<file path="config.mk">
export PLATFORM = sky130hd
export DESIGN_NAME = dosing_cycle_sequencer
export DESIGN_NICKNAME = d
export VERILOG_FILES = /design/src/design/dcs_pkg.sv /design/src/design/dcs_csr.sv /design/src/design/dcs_step.sv /design/src/design/dosing_cycle_sequencer.sv
export SDC_FILE = /design/constraint.sdc
export NUM_CORES = 1
export LEC_CHECK = 0
export ABC_CLOCK_PERIOD_IN_PS = 23100
export BUFFER_PORTS_ARGS = -buffer_cell sky130_fd_sc_hd__buf_4
export CAP_MARGIN = 30
export CORE_AREA = 3 3 159 315
export DETAILED_ROUTE_END_ITERATION = 12
export DIE_AREA = 0 0 162 318
export GPL_ROUTABILITY_DRIVEN = 0
export HOLD_SLACK_MARGIN = 0.15
export PLACE_DENSITY_LB_ADDON = 0.3
export SLEW_MARGIN = 15
export SYNTH_ARGS = -nofsm -noshare
export SYNTH_HDL_FRONTEND = slang
export SYNTH_SLANG_ARGS = --single-unit
</file>
<file path="constraint.sdc">
create_clock -name clk -period 23.1 [get_ports clk]
set_clock_uncertainty 0.05 [all_clocks]
set_input_delay 2.31 -clock clk [delete_from_list [all_inputs] [get_ports clk]]
set_output_delay 2.31 -clock clk [all_outputs]
set_load 0.05 [all_outputs]
</file>
<file path="src/design/dcs_pkg.sv">
// Shared types, codes and constants of the dosing cycle sequencer.
// Used by every module of the block; depends on nothing else.
package dcs_pkg;

  // Sequencer phases, in the encoding shown on dosing_state.
  typedef enum logic [2:0] {
    PH_IDLE      = 3'd0,
    PH_REQUESTED = 3'd1,
    PH_PRECOOL   = 3'd2,
    PH_STARTING  = 3'd3,
    PH_RUNNING   = 3'd4,
    PH_STOPPING  = 3'd5,
    PH_FINISHED  = 3'd6,
    PH_ERROR     = 3'd7
  } phase_t;

  // Item kinds. The fourth code carries no request.
  localparam logic [1:0] KIND_STEP  = 2'd0;
  localparam logic [1:0] KIND_START = 2'd1;
  localparam logic [1:0] KIND_STOP  = 2'd2;
  localparam logic [1:0] KIND_NONE  = 2'd3;

  // Error codes.
  localparam logic [3:0] ERR_NONE        = 4'd0;
  localparam logic [3:0] ERR_LINK_WARN   = 4'd1;
  localparam logic [3:0] ERR_CALIB       = 4'd2;
  localparam logic [3:0] ERR_LOGIC       = 4'd3;
  localparam logic [3:0] ERR_TEMP_SENSOR = 4'd4;
  localparam logic [3:0] ERR_PRECOOL_TO  = 4'd5;
  localparam logic [3:0] ERR_DOSING_TO   = 4'd6;
  localparam logic [3:0] ERR_FLOW        = 4'd7;
  localparam logic [3:0] ERR_OTHER       = 4'd8;

  // Register indexes, taken from paddr[4:2].
  localparam int unsigned ADDR_W = 5;
  localparam logic [2:0] REG_TEMP_SETPOINT = 3'd0;
  localparam logic [2:0] REG_MOTOR_SPEED   = 3'd1;
  localparam logic [2:0] REG_FLOW_CAL      = 3'd2;
  localparam logic [2:0] REG_PRECOOL_TO    = 3'd3;
  localparam logic [2:0] REG_MAX_DOSING    = 3'd4;

  // Register reset values.
  localparam logic [11:0] RST_TEMP_SETPOINT = 12'd120;
  localparam logic [31:0] RST_PRECOOL_TO    = 32'd300000;
  localparam logic [31:0] RST_MAX_DOSING    = 32'd900000;

  // Temperature hysteresis in tenths of a degree.
  localparam logic signed [12:0] HYST_TENTHS = 13'sd10;

  // x / 10 == (x * DIV10_MAGIC) >> DIV10_SHIFT, exact for any x below 2**32.
  localparam logic [31:0] DIV10_MAGIC = 32'hCCCC_CCCD;
  localparam int unsigned DIV10_SHIFT = 35;

  typedef struct packed {
    logic signed [11:0] temp_setpoint;
    logic [15:0]        motor_speed;
    logic               flow_calibrated;
    logic [31:0]        precool_limit_ms;
    logic [31:0]        max_dosing_ms;
  } cfg_t;

  typedef struct packed {
    logic [1:0]         kind;
    logic [31:0]        now_ms;
    logic [15:0]        target_volume_ml;
    logic               power_enabled;
    logic               calibration_active;
    logic signed [11:0] temperature;
    logic               temp_valid;
    logic [23:0]        volume_dispensed;
    logic [3:0]         external_error;
    logic               motor_halted;
  } item_t;

  typedef struct packed {
    phase_t      phase;
    logic [31:0] phase_start_ms;
    logic [15:0] target_volume;
    logic [3:0]  latched_error;
    logic        motor_flag;
    logic        compressor_flag;
    logic        flow_check_flag;
    logic [31:0] cycles_done;
    logic [31:0] volume_total;
  } seq_state_t;

  typedef struct packed {
    logic [2:0]  dosing_state;
    logic        motor_on;
    logic        compressor_on;
    logic        flow_check_on;
    logic        clear_volume;
    logic [3:0]  error_code;
    logic [31:0] cycle_count;
    logic [31:0] total_volume_ml;
    logic        save_request;
  } result_t;

endpackage

</file>
<file path="src/design/dcs_csr.sv">
// Configuration registers of the dosing cycle sequencer behind an APB-style port.
// Depends on dcs_pkg.
module dcs_csr (
  input  logic                         clk,
  input  logic                         rst,
  input  logic                         psel,
  input  logic                         penable,
  input  logic                         pwrite,
  input  logic [dcs_pkg::ADDR_W-1:0]   paddr,
  input  logic [31:0]                  pwdata,
  output logic [31:0]                  prdata,
  output logic                         pready,
  output dcs_pkg::cfg_t                cfg
);

  logic       wr_en;
  logic [2:0] idx;

  assign pready = 1'b1;
  assign idx    = paddr[4:2];
  assign wr_en  = psel && penable && pwrite && pready;

  always_ff @(posedge clk) begin
    if (rst) begin
      cfg.temp_setpoint      <= dcs_pkg::RST_TEMP_SETPOINT;
      cfg.motor_speed        <= 16'd0;
      cfg.flow_calibrated    <= 1'b0;
      cfg.precool_limit_ms   <= dcs_pkg::RST_PRECOOL_TO;
      cfg.max_dosing_ms      <= dcs_pkg::RST_MAX_DOSING;
    end else if (wr_en) begin
      unique case (idx)
        dcs_pkg::REG_TEMP_SETPOINT: cfg.temp_setpoint      <= pwdata[11:0];
        dcs_pkg::REG_MOTOR_SPEED:   cfg.motor_speed        <= pwdata[15:0];
        dcs_pkg::REG_FLOW_CAL:      cfg.flow_calibrated    <= pwdata[0];
        dcs_pkg::REG_PRECOOL_TO:    cfg.precool_limit_ms   <= pwdata;
        dcs_pkg::REG_MAX_DOSING:    cfg.max_dosing_ms      <= pwdata;
        default: ;
      endcase
    end
  end

  always_comb begin
    unique case (idx)
      dcs_pkg::REG_TEMP_SETPOINT: prdata = {{20{cfg.temp_setpoint[11]}}, cfg.temp_setpoint};
      dcs_pkg::REG_MOTOR_SPEED:   prdata = {16'd0, cfg.motor_speed};
      dcs_pkg::REG_FLOW_CAL:      prdata = {31'd0, cfg.flow_calibrated};
      dcs_pkg::REG_PRECOOL_TO:    prdata = cfg.precool_limit_ms;
      dcs_pkg::REG_MAX_DOSING:    prdata = cfg.max_dosing_ms;
      default:                    prdata = 32'd0;
    endcase
  end

endmodule

</file>
<file path="src/design/dcs_step.sv">
// Next-state and result logic of the dosing cycle sequencer for one item.
// Purely combinational; depends on dcs_pkg.
module dcs_step (
  input  dcs_pkg::cfg_t       cfg,
  input  dcs_pkg::seq_state_t st,
  input  dcs_pkg::item_t      item,
  output dcs_pkg::seq_state_t nxt,
  output dcs_pkg::result_t    res
);

  logic               busy;
  logic               motor_run;
  logic [3:0]         err;
  logic [31:0]        elapsed;
  logic signed [12:0] temp_x;
  logic signed [12:0] sp_x;
  logic signed [12:0] sp_hi;
  logic [23:0]        vol_goal;
  logic [24:0]        vol_rnd;
  logic [56:0]        prod;
  logic [21:0]        vol_ml;
  logic               clear_pulse;
  logic               save_pulse;

  assign busy = (st.phase != dcs_pkg::PH_IDLE) && (st.phase != dcs_pkg::PH_FINISHED)
                && (st.phase != dcs_pkg::PH_ERROR);
  assign motor_run = st.motor_flag && !item.motor_halted;
  assign elapsed   = item.now_ms - st.phase_start_ms;
  assign temp_x    = 13'(item.temperature);
  assign sp_x      = 13'(cfg.temp_setpoint);
  assign sp_hi     = sp_x + dcs_pkg::HYST_TENTHS;
  // Target in tenths of a millilitre: ten times the target, as shift-adds.
  assign vol_goal  = {5'd0, st.target_volume, 3'd0} + {7'd0, st.target_volume, 1'b0};
  // Rounded millilitres: (volume + 5) / 10 through the reciprocal.
  assign vol_rnd   = {1'b0, item.volume_dispensed} + 25'd5;
  assign prod      = 57'(vol_rnd) * 57'(dcs_pkg::DIV10_MAGIC);
  assign vol_ml    = prod[dcs_pkg::DIV10_SHIFT +: 22];

  // An external error overrides the latched one before the item is handled.
  always_comb begin
    if (item.external_error == dcs_pkg::ERR_NONE) begin
      err = st.latched_error;
    end else if (item.external_error > dcs_pkg::ERR_OTHER) begin
      err = dcs_pkg::ERR_OTHER;
    end else begin
      err = item.external_error;
    end
  end

  always_comb begin
    nxt               = st;
    nxt.latched_error = err;
    clear_pulse       = 1'b0;
    save_pulse        = 1'b0;
    unique case (item.kind)
      dcs_pkg::KIND_START: begin
        priority if (item.calibration_active) begin
          nxt.latched_error = dcs_pkg::ERR_CALIB;
        end else if (!item.power_enabled || busy) begin
          nxt.latched_error = dcs_pkg::ERR_LOGIC;
        end else if (!cfg.flow_calibrated) begin
          nxt.latched_error = dcs_pkg::ERR_CALIB;
        end else begin
          nxt.target_volume  = item.target_volume_ml;
          clear_pulse        = 1'b1;
          nxt.phase          = dcs_pkg::PH_REQUESTED;
          nxt.phase_start_ms = item.now_ms;
          nxt.latched_error  = dcs_pkg::ERR_NONE;
        end
      end
      dcs_pkg::KIND_STOP: begin
        if (motor_run) begin
          nxt.motor_flag      = 1'b0;
          nxt.flow_check_flag = 1'b0;
        end
        if (busy) begin
          nxt.phase          = dcs_pkg::PH_STOPPING;
          nxt.phase_start_ms = item.now_ms;
        end
      end
      dcs_pkg::KIND_STEP: begin
        unique case (st.phase)
          dcs_pkg::PH_IDLE: ;
          dcs_pkg::PH_REQUESTED: begin
            nxt.phase_start_ms = item.now_ms;
            priority if (!item.power_enabled) begin
              nxt.latched_error = dcs_pkg::ERR_LOGIC;
              nxt.phase         = dcs_pkg::PH_IDLE;
            end else if (err == dcs_pkg::ERR_TEMP_SENSOR) begin
              nxt.phase = dcs_pkg::PH_STOPPING;
            end else if (item.temp_valid && (temp_x <= sp_hi)) begin
              nxt.phase = dcs_pkg::PH_STARTING;
            end else begin
              nxt.compressor_flag = 1'b1;
              nxt.phase           = dcs_pkg::PH_PRECOOL;
            end
          end
          dcs_pkg::PH_PRECOOL: begin
            priority if (!item.power_enabled) begin
              nxt.phase          = dcs_pkg::PH_STOPPING;
              nxt.phase_start_ms = item.now_ms;
            end else if ((err == dcs_pkg::ERR_TEMP_SENSOR)
                         || (item.temp_valid && (temp_x <= sp_x))) begin
              nxt.phase          = dcs_pkg::PH_STARTING;
              nxt.phase_start_ms = item.now_ms;
            end else if (elapsed > cfg.precool_limit_ms) begin
              nxt.latched_error  = dcs_pkg::ERR_PRECOOL_TO;
              nxt.phase          = dcs_pkg::PH_STOPPING;
              nxt.phase_start_ms = item.now_ms;
            end else begin
              nxt.compressor_flag = 1'b1;
            end
          end
          dcs_pkg::PH_STARTING: begin
            nxt.phase_start_ms = item.now_ms;
            priority if (!item.power_enabled) begin
              nxt.phase = dcs_pkg::PH_STOPPING;
            end else if (err == dcs_pkg::ERR_TEMP_SENSOR) begin
              nxt.phase = dcs_pkg::PH_ERROR;
            end else if (item.temp_valid && (temp_x > sp_hi)) begin
              nxt.phase = dcs_pkg::PH_PRECOOL;
            end else if (cfg.motor_speed != 16'd0) begin
              clear_pulse         = 1'b1;
              nxt.motor_flag      = 1'b1;
              nxt.flow_check_flag = 1'b1;
              nxt.phase           = dcs_pkg::PH_RUNNING;
            end else begin
              clear_pulse       = 1'b1;
              nxt.latched_error = dcs_pkg::ERR_LOGIC;
              nxt.phase         = dcs_pkg::PH_ERROR;
            end
          end
          dcs_pkg::PH_RUNNING: begin
            priority if (!item.power_enabled || !motor_run
                         || ((err != dcs_pkg::ERR_NONE) && (err != dcs_pkg::ERR_LINK_WARN))
                         || (item.volume_dispensed >= vol_goal)) begin
              nxt.phase          = dcs_pkg::PH_STOPPING;
              nxt.phase_start_ms = item.now_ms;
            end else if (elapsed > cfg.max_dosing_ms) begin
              nxt.latched_error  = dcs_pkg::ERR_DOSING_TO;
              nxt.phase          = dcs_pkg::PH_STOPPING;
              nxt.phase_start_ms = item.now_ms;
            end else begin
            end
          end
          dcs_pkg::PH_STOPPING: begin
            nxt.motor_flag      = 1'b0;
            nxt.compressor_flag = 1'b0;
            nxt.flow_check_flag = 1'b0;
            nxt.phase_start_ms  = item.now_ms;
            // Timeouts, flow faults and link warnings still end the cycle normally.
            if ((err != dcs_pkg::ERR_NONE) && (err != dcs_pkg::ERR_LINK_WARN)
                && (err != dcs_pkg::ERR_PRECOOL_TO) && (err != dcs_pkg::ERR_DOSING_TO)
                && (err != dcs_pkg::ERR_FLOW)) begin
              nxt.phase = dcs_pkg::PH_ERROR;
            end else begin
              nxt.phase = dcs_pkg::PH_FINISHED;
            end
          end
          dcs_pkg::PH_FINISHED: begin
            nxt.cycles_done    = st.cycles_done + 32'd1;
            nxt.volume_total   = st.volume_total + {10'd0, vol_ml};
            save_pulse         = 1'b1;
            nxt.phase          = dcs_pkg::PH_IDLE;
            nxt.phase_start_ms = item.now_ms;
          end
          dcs_pkg::PH_ERROR: begin
            nxt.motor_flag      = 1'b0;
            nxt.compressor_flag = 1'b0;
            nxt.flow_check_flag = 1'b0;
          end
          default: ;
        endcase
      end
      default: ;
    endcase
  end

  always_comb begin
    res.dosing_state    = nxt.phase;
    res.motor_on        = nxt.motor_flag;
    res.compressor_on   = nxt.compressor_flag;
    res.flow_check_on   = nxt.flow_check_flag;
    res.clear_volume    = clear_pulse;
    res.error_code      = nxt.latched_error;
    res.cycle_count     = nxt.cycles_done;
    res.total_volume_ml = nxt.volume_total;
    res.save_request    = save_pulse;
  end

endmodule

</file>
<file path="src/design/dosing_cycle_sequencer.sv">
// Top level of the dosing cycle sequencer: input register, sequencer state,
// result register and configuration port. Depends on dcs_pkg, dcs_csr, dcs_step.
//
//  Channel  | Handshake                 | Moves
//  ---------+---------------------------+-------------------------------------------
//  input    | in_valid / in_ready       | one item: start, stop or sequencer step
//  result   | out_valid / out_ready     | one result per item: state, commands, totals
//  config   | psel/penable/pwrite/pready| register writes and reads, 32-bit data
//
// Every input transfer produces exactly one result transfer. An item is taken into
// the input register, evaluated against the sequencer state and written to the
// result register, so a new item is accepted every clock while the result register
// is empty or being drained. The result becomes valid once it is written to the
// result register, and then waits there for out_ready.
// The only limit on throughput is the result register: while a result waits
// for out_ready, the input register holds one more item and in_ready drops.
// Reset (rst, synchronous) returns the sequencer to idle with zero totals, no
// error and the register defaults; it needs no clearing pass.
module dosing_cycle_sequencer (
  input  logic                        clk,
  input  logic                        rst,
  // Input channel
  input  logic                        in_valid,
  output logic                        in_ready,
  input  logic [1:0]                  kind,
  input  logic [31:0]                 now_ms,
  input  logic [15:0]                 target_volume_ml,
  input  logic                        power_enabled,
  input  logic                        calibration_active,
  input  logic signed [11:0]          temperature,
  input  logic                        temp_valid,
  input  logic [23:0]                 volume_dispensed,
  input  logic [3:0]                  external_error,
  input  logic                        motor_halted,
  // Result channel
  output logic                        out_valid,
  input  logic                        out_ready,
  output logic [2:0]                  dosing_state,
  output logic                        motor_on,
  output logic                        compressor_on,
  output logic                        flow_check_on,
  output logic                        clear_volume,
  output logic [3:0]                  error_code,
  output logic [31:0]                 cycle_count,
  output logic [31:0]                 total_volume_ml,
  output logic                        save_request,
  // Configuration port
  input  logic                        psel,
  input  logic                        penable,
  input  logic                        pwrite,
  input  logic [dcs_pkg::ADDR_W-1:0]  paddr,
  input  logic [31:0]                 pwdata,
  output logic [31:0]                 prdata,
  output logic                        pready
);

  dcs_pkg::cfg_t       cfg;
  dcs_pkg::item_t      item;
  dcs_pkg::seq_state_t st;
  dcs_pkg::seq_state_t st_next;
  dcs_pkg::result_t    res_next;
  dcs_pkg::result_t    res;
  logic                item_valid;
  logic                advance;

  dcs_csr u_csr (
    .clk     (clk),
    .rst     (rst),
    .psel    (psel),
    .penable (penable),
    .pwrite  (pwrite),
    .paddr   (paddr),
    .pwdata  (pwdata),
    .prdata  (prdata),
    .pready  (pready),
    .cfg     (cfg)
  );

  // The held item moves on whenever the result register is empty or being drained.
  assign advance  = item_valid && (!out_valid || out_ready);
  assign in_ready = !item_valid || advance;

  // Input register.
  always_ff @(posedge clk) begin
    if (rst) begin
      item_valid <= 1'b0;
    end else if (in_ready) begin
      item_valid <= in_valid;
    end
  end

  always_ff @(posedge clk) begin
    if (in_valid && in_ready) begin
      item.kind               <= kind;
      item.now_ms             <= now_ms;
      item.target_volume_ml   <= target_volume_ml;
      item.power_enabled      <= power_enabled;
      item.calibration_active <= calibration_active;
      item.temperature        <= temperature;
      item.temp_valid         <= temp_valid;
      item.volume_dispensed   <= volume_dispensed;
      item.external_error     <= external_error;
      item.motor_halted       <= motor_halted;
    end
  end

  dcs_step u_step (
    .cfg  (cfg),
    .st   (st),
    .item (item),
    .nxt  (st_next),
    .res  (res_next)
  );

  // Sequencer state is updated once per item, in the cycle the item is evaluated.
  always_ff @(posedge clk) begin
    if (rst) begin
      st.phase           <= dcs_pkg::PH_IDLE;
      st.phase_start_ms  <= 32'd0;
      st.target_volume   <= 16'd0;
      st.latched_error   <= dcs_pkg::ERR_NONE;
      st.motor_flag      <= 1'b0;
      st.compressor_flag <= 1'b0;
      st.flow_check_flag <= 1'b0;
      st.cycles_done     <= 32'd0;
      st.volume_total    <= 32'd0;
    end else if (advance) begin
      st <= st_next;
    end
  end

  // Result register.
  always_ff @(posedge clk) begin
    if (rst) begin
      out_valid <= 1'b0;
    end else if (advance) begin
      out_valid <= 1'b1;
    end else if (out_ready) begin
      out_valid <= 1'b0;
    end
  end

  always_ff @(posedge clk) begin
    if (advance) begin
      res <= res_next;
    end
  end

  assign dosing_state    = res.dosing_state;
  assign motor_on        = res.motor_on;
  assign compressor_on   = res.compressor_on;
  assign flow_check_on   = res.flow_check_on;
  assign clear_volume    = res.clear_volume;
  assign error_code      = res.error_code;
  assign cycle_count     = res.cycle_count;
  assign total_volume_ml = res.total_volume_ml;
  assign save_request    = res.save_request;

endmodule

</file>
==> results of run 1 <==
[cell usage in the layout (no fill, tap or decap), types with 6 or more instances in the layout]
cell and n:
o22ai_1 37, nand3b_1 7, clkbuf_16 38, nor3_1 47, a211oi_1 20, edfxtp_1 170, nor2b_1 19, or3_1 20
o21a_1 21, nand2_1 459, nor2_1 164, mux2_2 7, nand3_1 56, o21bai_1 15, nor4_1 15, a311oi_1 6
xor2_1 93, dfxtp_1 217, o21ai_0 97, and4_1 9, inv_1 487, a21o_1 57, o31ai_1 8, xnor2_1 99
clkbuf_1 9, mux2i_1 45, buf_4 265, a31oi_1 15, ha_1 393, and3_1 27, nand2b_1 18, nand4_1 49
a21boi_0 6, and2_1 14, o211ai_1 35, fa_1 190, a21oi_1 260, or2_2 8
[flip-flops by register name, summed over array words and instances (netlist names), 3 cells and up]
| register | count |
|---|---|
| st | 122 |
| item | 94 |
| u_csr.cfg | 93 |
| cycle_count | 32 |
| total_volume_ml | 32 |
| error_code | 4 |
| dosing_state | 3 |
[synth_stat cells (all sizes together) (4+ instances only)]
cell | n | share of area, %
xor2 | 94 | 2.7
nand2b | 19 | 0.38
fa | 190 | 12
nor2 | 165 | 2.0
a21o | 57 | 1.4
a2111oi | 5 | 0.20
nand4 | 50 | 1.0
a21boi | 6 | 0.15
a311oi | 6 | 0.17
or4 | 4 | 0.097
clkbuf | 82 | 1.0
mux2 | 7 | 0.26
inv | 489 | 5.9
a31o | 4 | 0.11
a211oi | 20 | 0.49
nand3 | 56 | 0.91
a41oi | 4 | 0.11
o2111ai | 5 | 0.14
o211ai | 35 | 0.85
a31oi | 16 | 0.37
o41ai | 5 | 0.14
o21a | 21 | 0.51
and3 | 27 | 0.55
edfxtp | 170 | 17
xnor2 | 99 | 2.8
and2 | 15 | 0.30
ha | 393 | 16
nand3b | 7 | 0.17
o22ai | 38 | 0.79
nand2 | 459 | 5.6
or3 | 20 | 0.40
mux2i | 45 | 1.5
nor2b | 19 | 0.38
o21bai | 15 | 0.36
nor3b | 4 | 0.097
nor4 | 18 | 0.43
buf | 19 | 0.33
dfxtp | 217 | 14
a21oi | 260 | 4.2
and4 | 9 | 0.26
or2 | 8 | 0.16
o31ai | 8 | 0.19
o21ai | 97 | 1.6
nor3 | 49 | 0.81
o31a | 5 | 0.14
[kinds of logic after synthesis]
logic type      Yosys count
other cells               1
flops                   387
compound gates          636
xor+xnor                193
mux                      53
simple gates            939
buf+inv                 591
fa+ha+maj               583
[through the flow]
stage | instance area (um^2) | worst slack (ns)
after global placement | 33300 | 10.59
final | 34570 | 10.34
after floorplan | 30900 | 13.38
after detailed placement | 33310 | 10.25
after global routing | 34570 | 9.675
after CTS | 34470 | 10.15
[final cells by class]
| type | count | share of cell area, % |
|---|---|---|
| Clock inverter | 17 | 0.3764 |
| Sequential cell | 387 | 27.33 |
| Multi-Input combinational cell | 2405 | 55.67 |
| Antenna cell | 4 | 0.02895 |
| Clock buffer | 50 | 2.967 |
| Timing Repair Buffer | 273 | 6.015 |
| Tap cell | 632 | 2.287 |
| Inverter | 490 | 5.327 |
[worst register-to-register path: cells and delay by family, from the launching register on]
kind            cells  cell delay [ns]
fa+ha+maj          10             4.32
compound gates     11             3.36
simple gates        7             2.25
buf+inv             6             1.01
xor+xnor            3             0.97
flops               1             0.53
[worst max path at each step]
stage                                      to  slack, ns  cells after the start
after floorplan           total_volume_ml[29]      13.38                     34
after global placement    total_volume_ml[31]      10.59                     37
after detailed placement  total_volume_ml[31]      10.25                     37
after CTS                 total_volume_ml[31]      10.15                     37
after global routing      total_volume_ml[31]       9.68                     37
final                     total_volume_ml[29]      10.34                     37
[metal layers]
layer,track usage (%),vias to the layer above,share of wire (%)
met1,31.28,12350,30
met2,64.37,1243,52
met5,0,-,0
met3,7.333,551,6.5
li1,-,11920,-
met4,32.75,0,12
==> impl_metrics.env, run 1 <==
export IMPL_synth_compound_area_share_pct=12.78
export IMPL_end_kind="register"
export IMPL_reg2reg_slack_ns=10.34
export IMPL_grt_use_total_pct=35.27
export IMPL_ys_async_sr_fraction_pct=0
export IMPL_rsz0062_at_grt="no"
export IMPL_synth_seq_cells=387
export IMPL_synth_simple_area_share_pct=13.87
export IMPL_hold_viol=0
export IMPL_wl_per_cell_um=21.42
export IMPL_vias_per_cell=6.120
export IMPL_die_h_um=318
export IMPL_drc=0
export IMPL_criticalPathCategory="register to register"
export IMPL_clk_pin_slew_ns=0.07
export IMPL_cts_repair_resized=0
export IMPL_synthFlopType="dfxtp_1"
export IMPL_fin_cells=4258
export IMPL_cts_tree="yes"
export IMPL_synth_edf_count=170
export IMPL_antenna_found_initial=5
export IMPL_fmax_mhz=78.34
export IMPL_syn_avg_cell_area_um2=9.133
export IMPL_cts_hold_buf=0
export IMPL_cts_setup_buffers=0
export IMPL_cts_buffers_inserted=37
export IMPL_synth_xor_area_share_pct=5.471
export IMPL_clock_sinks=387
export IMPL_final_util_pct=72.35
export IMPL_yosysSeqAreaShare_pct=30.58
export IMPL_critical_path_arrival_ns=12.99
export IMPL_r2r_cells=37
export IMPL_core_um2=47790
export IMPL_cpMaxStageDelayCell="nor4_1"
export IMPL_multi_input_area_um2=19250
export IMPL_ant_nets=0
export IMPL_cts_buffer_depth=3
export IMPL_drt_wl_total_mm=91.20
export IMPL_maxCapViolations=0
export IMPL_muxShareOfSynthArea_pct=1.786
export IMPL_fin_crit_sh_pct=55.26
export IMPL_ys_warn_count=0
export IMPL_area_growth_pct=11.90
export IMPL_cp_max_fo=6
export IMPL_startpoint_type="register"
export IMPL_path_buf_inv=6
export IMPL_critPathMaxStageDelay_ns=0.80
export IMPL_start_util_pct=64.66
export IMPL_status="finished clean"
export IMPL_grt_pass1_wl_mm=142.2
export IMPL_initialDrtViolationCount=1943
export IMPL_hold_ws_ns=0.4075
export IMPL_cp_data_required_time_ns=23.33
export IMPL_die_area_um2=51520
export IMPL_cts_root_buf="clkbuf_16"
export IMPL_syn_nets=4104
export IMPL_die_x_um=162
export IMPL_drv_slew=0
export IMPL_nets=4315
export IMPL_overflow=0
export IMPL_num_io_pins=249
export IMPL_dp_cells=4179
export IMPL_grt_pass1_vias=27740
export IMPL_critPathLaunch="item[5]"
export IMPL_holdPathEnd="st[116]"
export IMPL_dp_hpwl_mm=71.75
export IMPL_holdPathStages=2
export IMPL_netlist_instances=3383
export IMPL_first_pass_iters=8
export IMPL_fin_crit_ns=12.76
export IMPL_io_buffers=245
export IMPL_hp_class="register to register"
export IMPL_setup_violations=0
export IMPL_fp_row_count=113
export IMPL_slew_headroom_pct=34.69
export IMPL_htreeDepth=2
export IMPL_tns_ns=0
export IMPL_rr_endpoint="total_volume_ml[29]"
export IMPL_synth_top_family_by_area="adder cells"
export IMPL_tightest_slew_ns=0.9796
export IMPL_cpLargestDelayFamily="adder cells"
export IMPL_via_count=26060
export IMPL_synthesis_area_um2=30900
export IMPL_ys_types=81
export IMPL_grt_max_degree=93
export IMPL_worstHoldStart="st[116]"
export IMPL_clkLatencyLatePin_ns=0.56
export IMPL_final_fill_count=3486
export IMPL_rr_startpoint="item[5]"
export IMPL_layout_drive_gt1_share_pct=10.16
export IMPL_seq_area_um2=9449
export IMPL_synth_fa_ha_area_share_pct=28.22
Power of run 1 is not shown: default switching activity piles up to over one toggle a cycle in this logic, so the estimate is an artifact.
==> run 2: changes to the inputs <==
Settings changed: ABC_AREA from default to 1, ABC_CLOCK_PERIOD_IN_PS 23100 to 11700, CORE_AREA 3 3 159 315 to 3 3 174 345, DIE_AREA 0 0 162 318 to 0 0 177 348.
Clock period 23.1 ns to 11.7 ns, I/O delays scaled along.
==> run 2 against run 1 <==
Core utilization fell by 10 points. Hold slack gained 0.0082 ns. Global-route usage shrank 5.4 points. Sequential cell count unchanged. Area after synthesis grew 3.8%. Design area up 3.7%. Wire length rose by 0.94%. Via count grew 5.2%.
==> impl_metrics.env, run 2 <==
export IMPL_path_buf_inv=7
export IMPL_hold_viol=0
export IMPL_yosysSeqAreaShare_pct=29.47
export IMPL_final_common_cell="inv_1"
export IMPL_cpLargestDelayFamily="adder cells"
export IMPL_synthFlopType="dfxtp_1"
export IMPL_die_h_um=348
export IMPL_hp_class="register to register"
export IMPL_criticalPathCategory="register to register"
export IMPL_cts_tree="yes"
export IMPL_grt_pass1_vias=28100
export IMPL_overflow=0
export IMPL_fin_crit_sh_pct=92.13
export IMPL_netlist_instances=3935
export IMPL_synth_area_leaders="edfxtp_1, ha_1, dfxtp_1, fa_1, inv_1"
export IMPL_initialDrtViolationCount=1599
export IMPL_synth_most_common_cell="inv_1"
export IMPL_io_buffers=245
export IMPL_setup_violations=0
export IMPL_htreeDepth=2
export IMPL_via_count=27420
export IMPL_critPathMaxStageDelay_ns=0.70
export IMPL_ant_nets=0
export IMPL_fin_crit_ns=10.78
export IMPL_cts_buffers_inserted=37
export IMPL_antenna_found_initial=0
export IMPL_dp_hpwl_mm=74.77
export IMPL_largest_reg_flops=122
export IMPL_end_kind="register"
export IMPL_synth_top_area_share_pct=15.92
export IMPL_tns_ns=0
export IMPL_reg_largest_list="st (122), item (94), u_csr.cfg (93)"
export IMPL_fmax_mhz=92.78
export IMPL_maxCapViolations=0
export IMPL_synthesis_area_um2=32060
export IMPL_first_pass_iters=5
export IMPL_synthTopCellsByCount="inv_1, nand2_1, a21oi_1"
export IMPL_drv_slew=0
export IMPL_die_area_um2=61600
export IMPL_syn_nets=4656
export IMPL_die_x_um=177
export IMPL_wl_per_cell_um=18.66
export IMPL_cts_root_buf="clkbuf_16"
export IMPL_rsz0062_at_grt="no"
export IMPL_path_common_cell="nand2_1"
export IMPL_synth_edf_count=170
export IMPL_ys_types=54
export IMPL_clock_sinks=387
export IMPL_grt_use_total_pct=29.89
export IMPL_clk_pin_slew_ns=0.06
export IMPL_cp_max_fo=6
export IMPL_ys_async_sr_fraction_pct=0
export IMPL_cp_data_required_time_ns=12.10
export IMPL_clkLatencyLatePin_ns=0.56
export IMPL_fp_row_count=124
export IMPL_diodes=0
export IMPL_nets=4869
export IMPL_syn_avg_cell_area_um2=8.149
export IMPL_dp_cells=4865
export IMPL_cts_hold_buf=0
export IMPL_synth_seq_cells=387
export IMPL_startpoint_type="register"
export IMPL_critical_path_arrival_ns=11.18
export IMPL_ys_warn_count=0
export IMPL_drc=0
export IMPL_status="finished clean"
export IMPL_cts_buffer_depth=3
export IMPL_vias_per_cell=5.559
export IMPL_layout_common_cells="inv_1, nand2_1, a21oi_1"
export IMPL_area_growth_pct=11.82
export IMPL_num_io_pins=249
export IMPL_drt_wl_total_mm=92.05
export IMPL_synth_largest_area_cell="edfxtp_1"
export IMPL_grt_pass1_wl_mm=143.0
export IMPL_slew_headroom_pct=37.98
export IMPL_fin_cells=4932
export IMPL_cpMaxStageDelayCell="fa_1"
export IMPL_layout_drive_gt1_share_pct=9.243
export IMPL_tightest_slew_ns=0.9206
export IMPL_core_um2=57560
export IMPL_largest_register="st"
export IMPL_grt_max_degree=96
export IMPL_final_util_pct=62.29
export IMPL_hold_ws_ns=0.4157
export IMPL_start_util_pct=55.71
-- run 2: cell types whose count changed in the layout (fill, tap and decap cells not counted), sizes merged, moves of 22 or more --
cell,before,now
a21o,57,15
and3,27,5
nor2,165,294
o22ai,38,12
nand3,56,107
o21ai,97,316
nand2,459,559
inv,494,821
a21oi,260,399
mux2i,45,0
xnor2,99,36
-- run 2: layer usage --
metal / track usage [%] / up-vias / wire length (um)
met4: 23.23 / 0 / 8593
li1: - / 13250 / -
met1: 27.46 / 12720 / 29250
met2: 57.51 / 998 / 49700
met3: 4.017 / 448 / 4513
met5: 0 / - / 0
-- run 2: kinds of logic (layout without fill, tap and decap cells) --
kind of cell    Yosys count  count (layout)  synth area share (%)
compound gates          839             839                 14.15
simple gates           1079            1079                 14.56
xor+xnor                143             143                 3.953
flops                   387             387                 29.47
other cells               1               1               0.01170
fa+ha+maj               583             583                 27.20
buf+inv                 903            1144                 10.66
-- run 2: stage by stage --
step,worst slack [ns],area (um^2)
after floorplan,2.749,32060
after global placement,1.089,34610
after detailed placement,0.9986,34610
after CTS,1.000,35850
after global routing,0.06444,35850
final,0.9214,35850
-- run 2: worst paths after layout --
check | start | to | slack (ns) | depth (start not counted)
worst max-delay path | item[5] | st[25] | 0.92 | 48
worst min-delay path | st[92] | st[92] | 0.42 | 2
worst max register to register | item[5] | st[25] | 0.92 | 48
worst min register to register | st[92] | st[92] | 0.42 | 2
-- run 2: repair_timing --
action / 4_1_cts / 5_1_grt
endpoints found under the setup margin: 0 / 4
gates resized for setup: 0 / 2
setup buffers: 0 / 0
-- run 2: worst min-delay path: cells and delay by family, from the launching register on --
kind | cells | cell delay (ns)
AND/OR/NAND/NOR | 1 | 0.06
flip-flops | 1 | 0.31
AO/OA/AOI/OAI | 1 | 0.05
-- run 2: area by class of cell --
class                      count  area, um^2
clock buffer                  49        1012
tap                          756       945.9
fill                        5109       21710
timing repair buffer         257        1929
clock inverter                18       225.2
sequential                   387        9449
inverter                     820        3084
multi-input combinational   2645       19210
Power of run 2 is left out for the same reason.
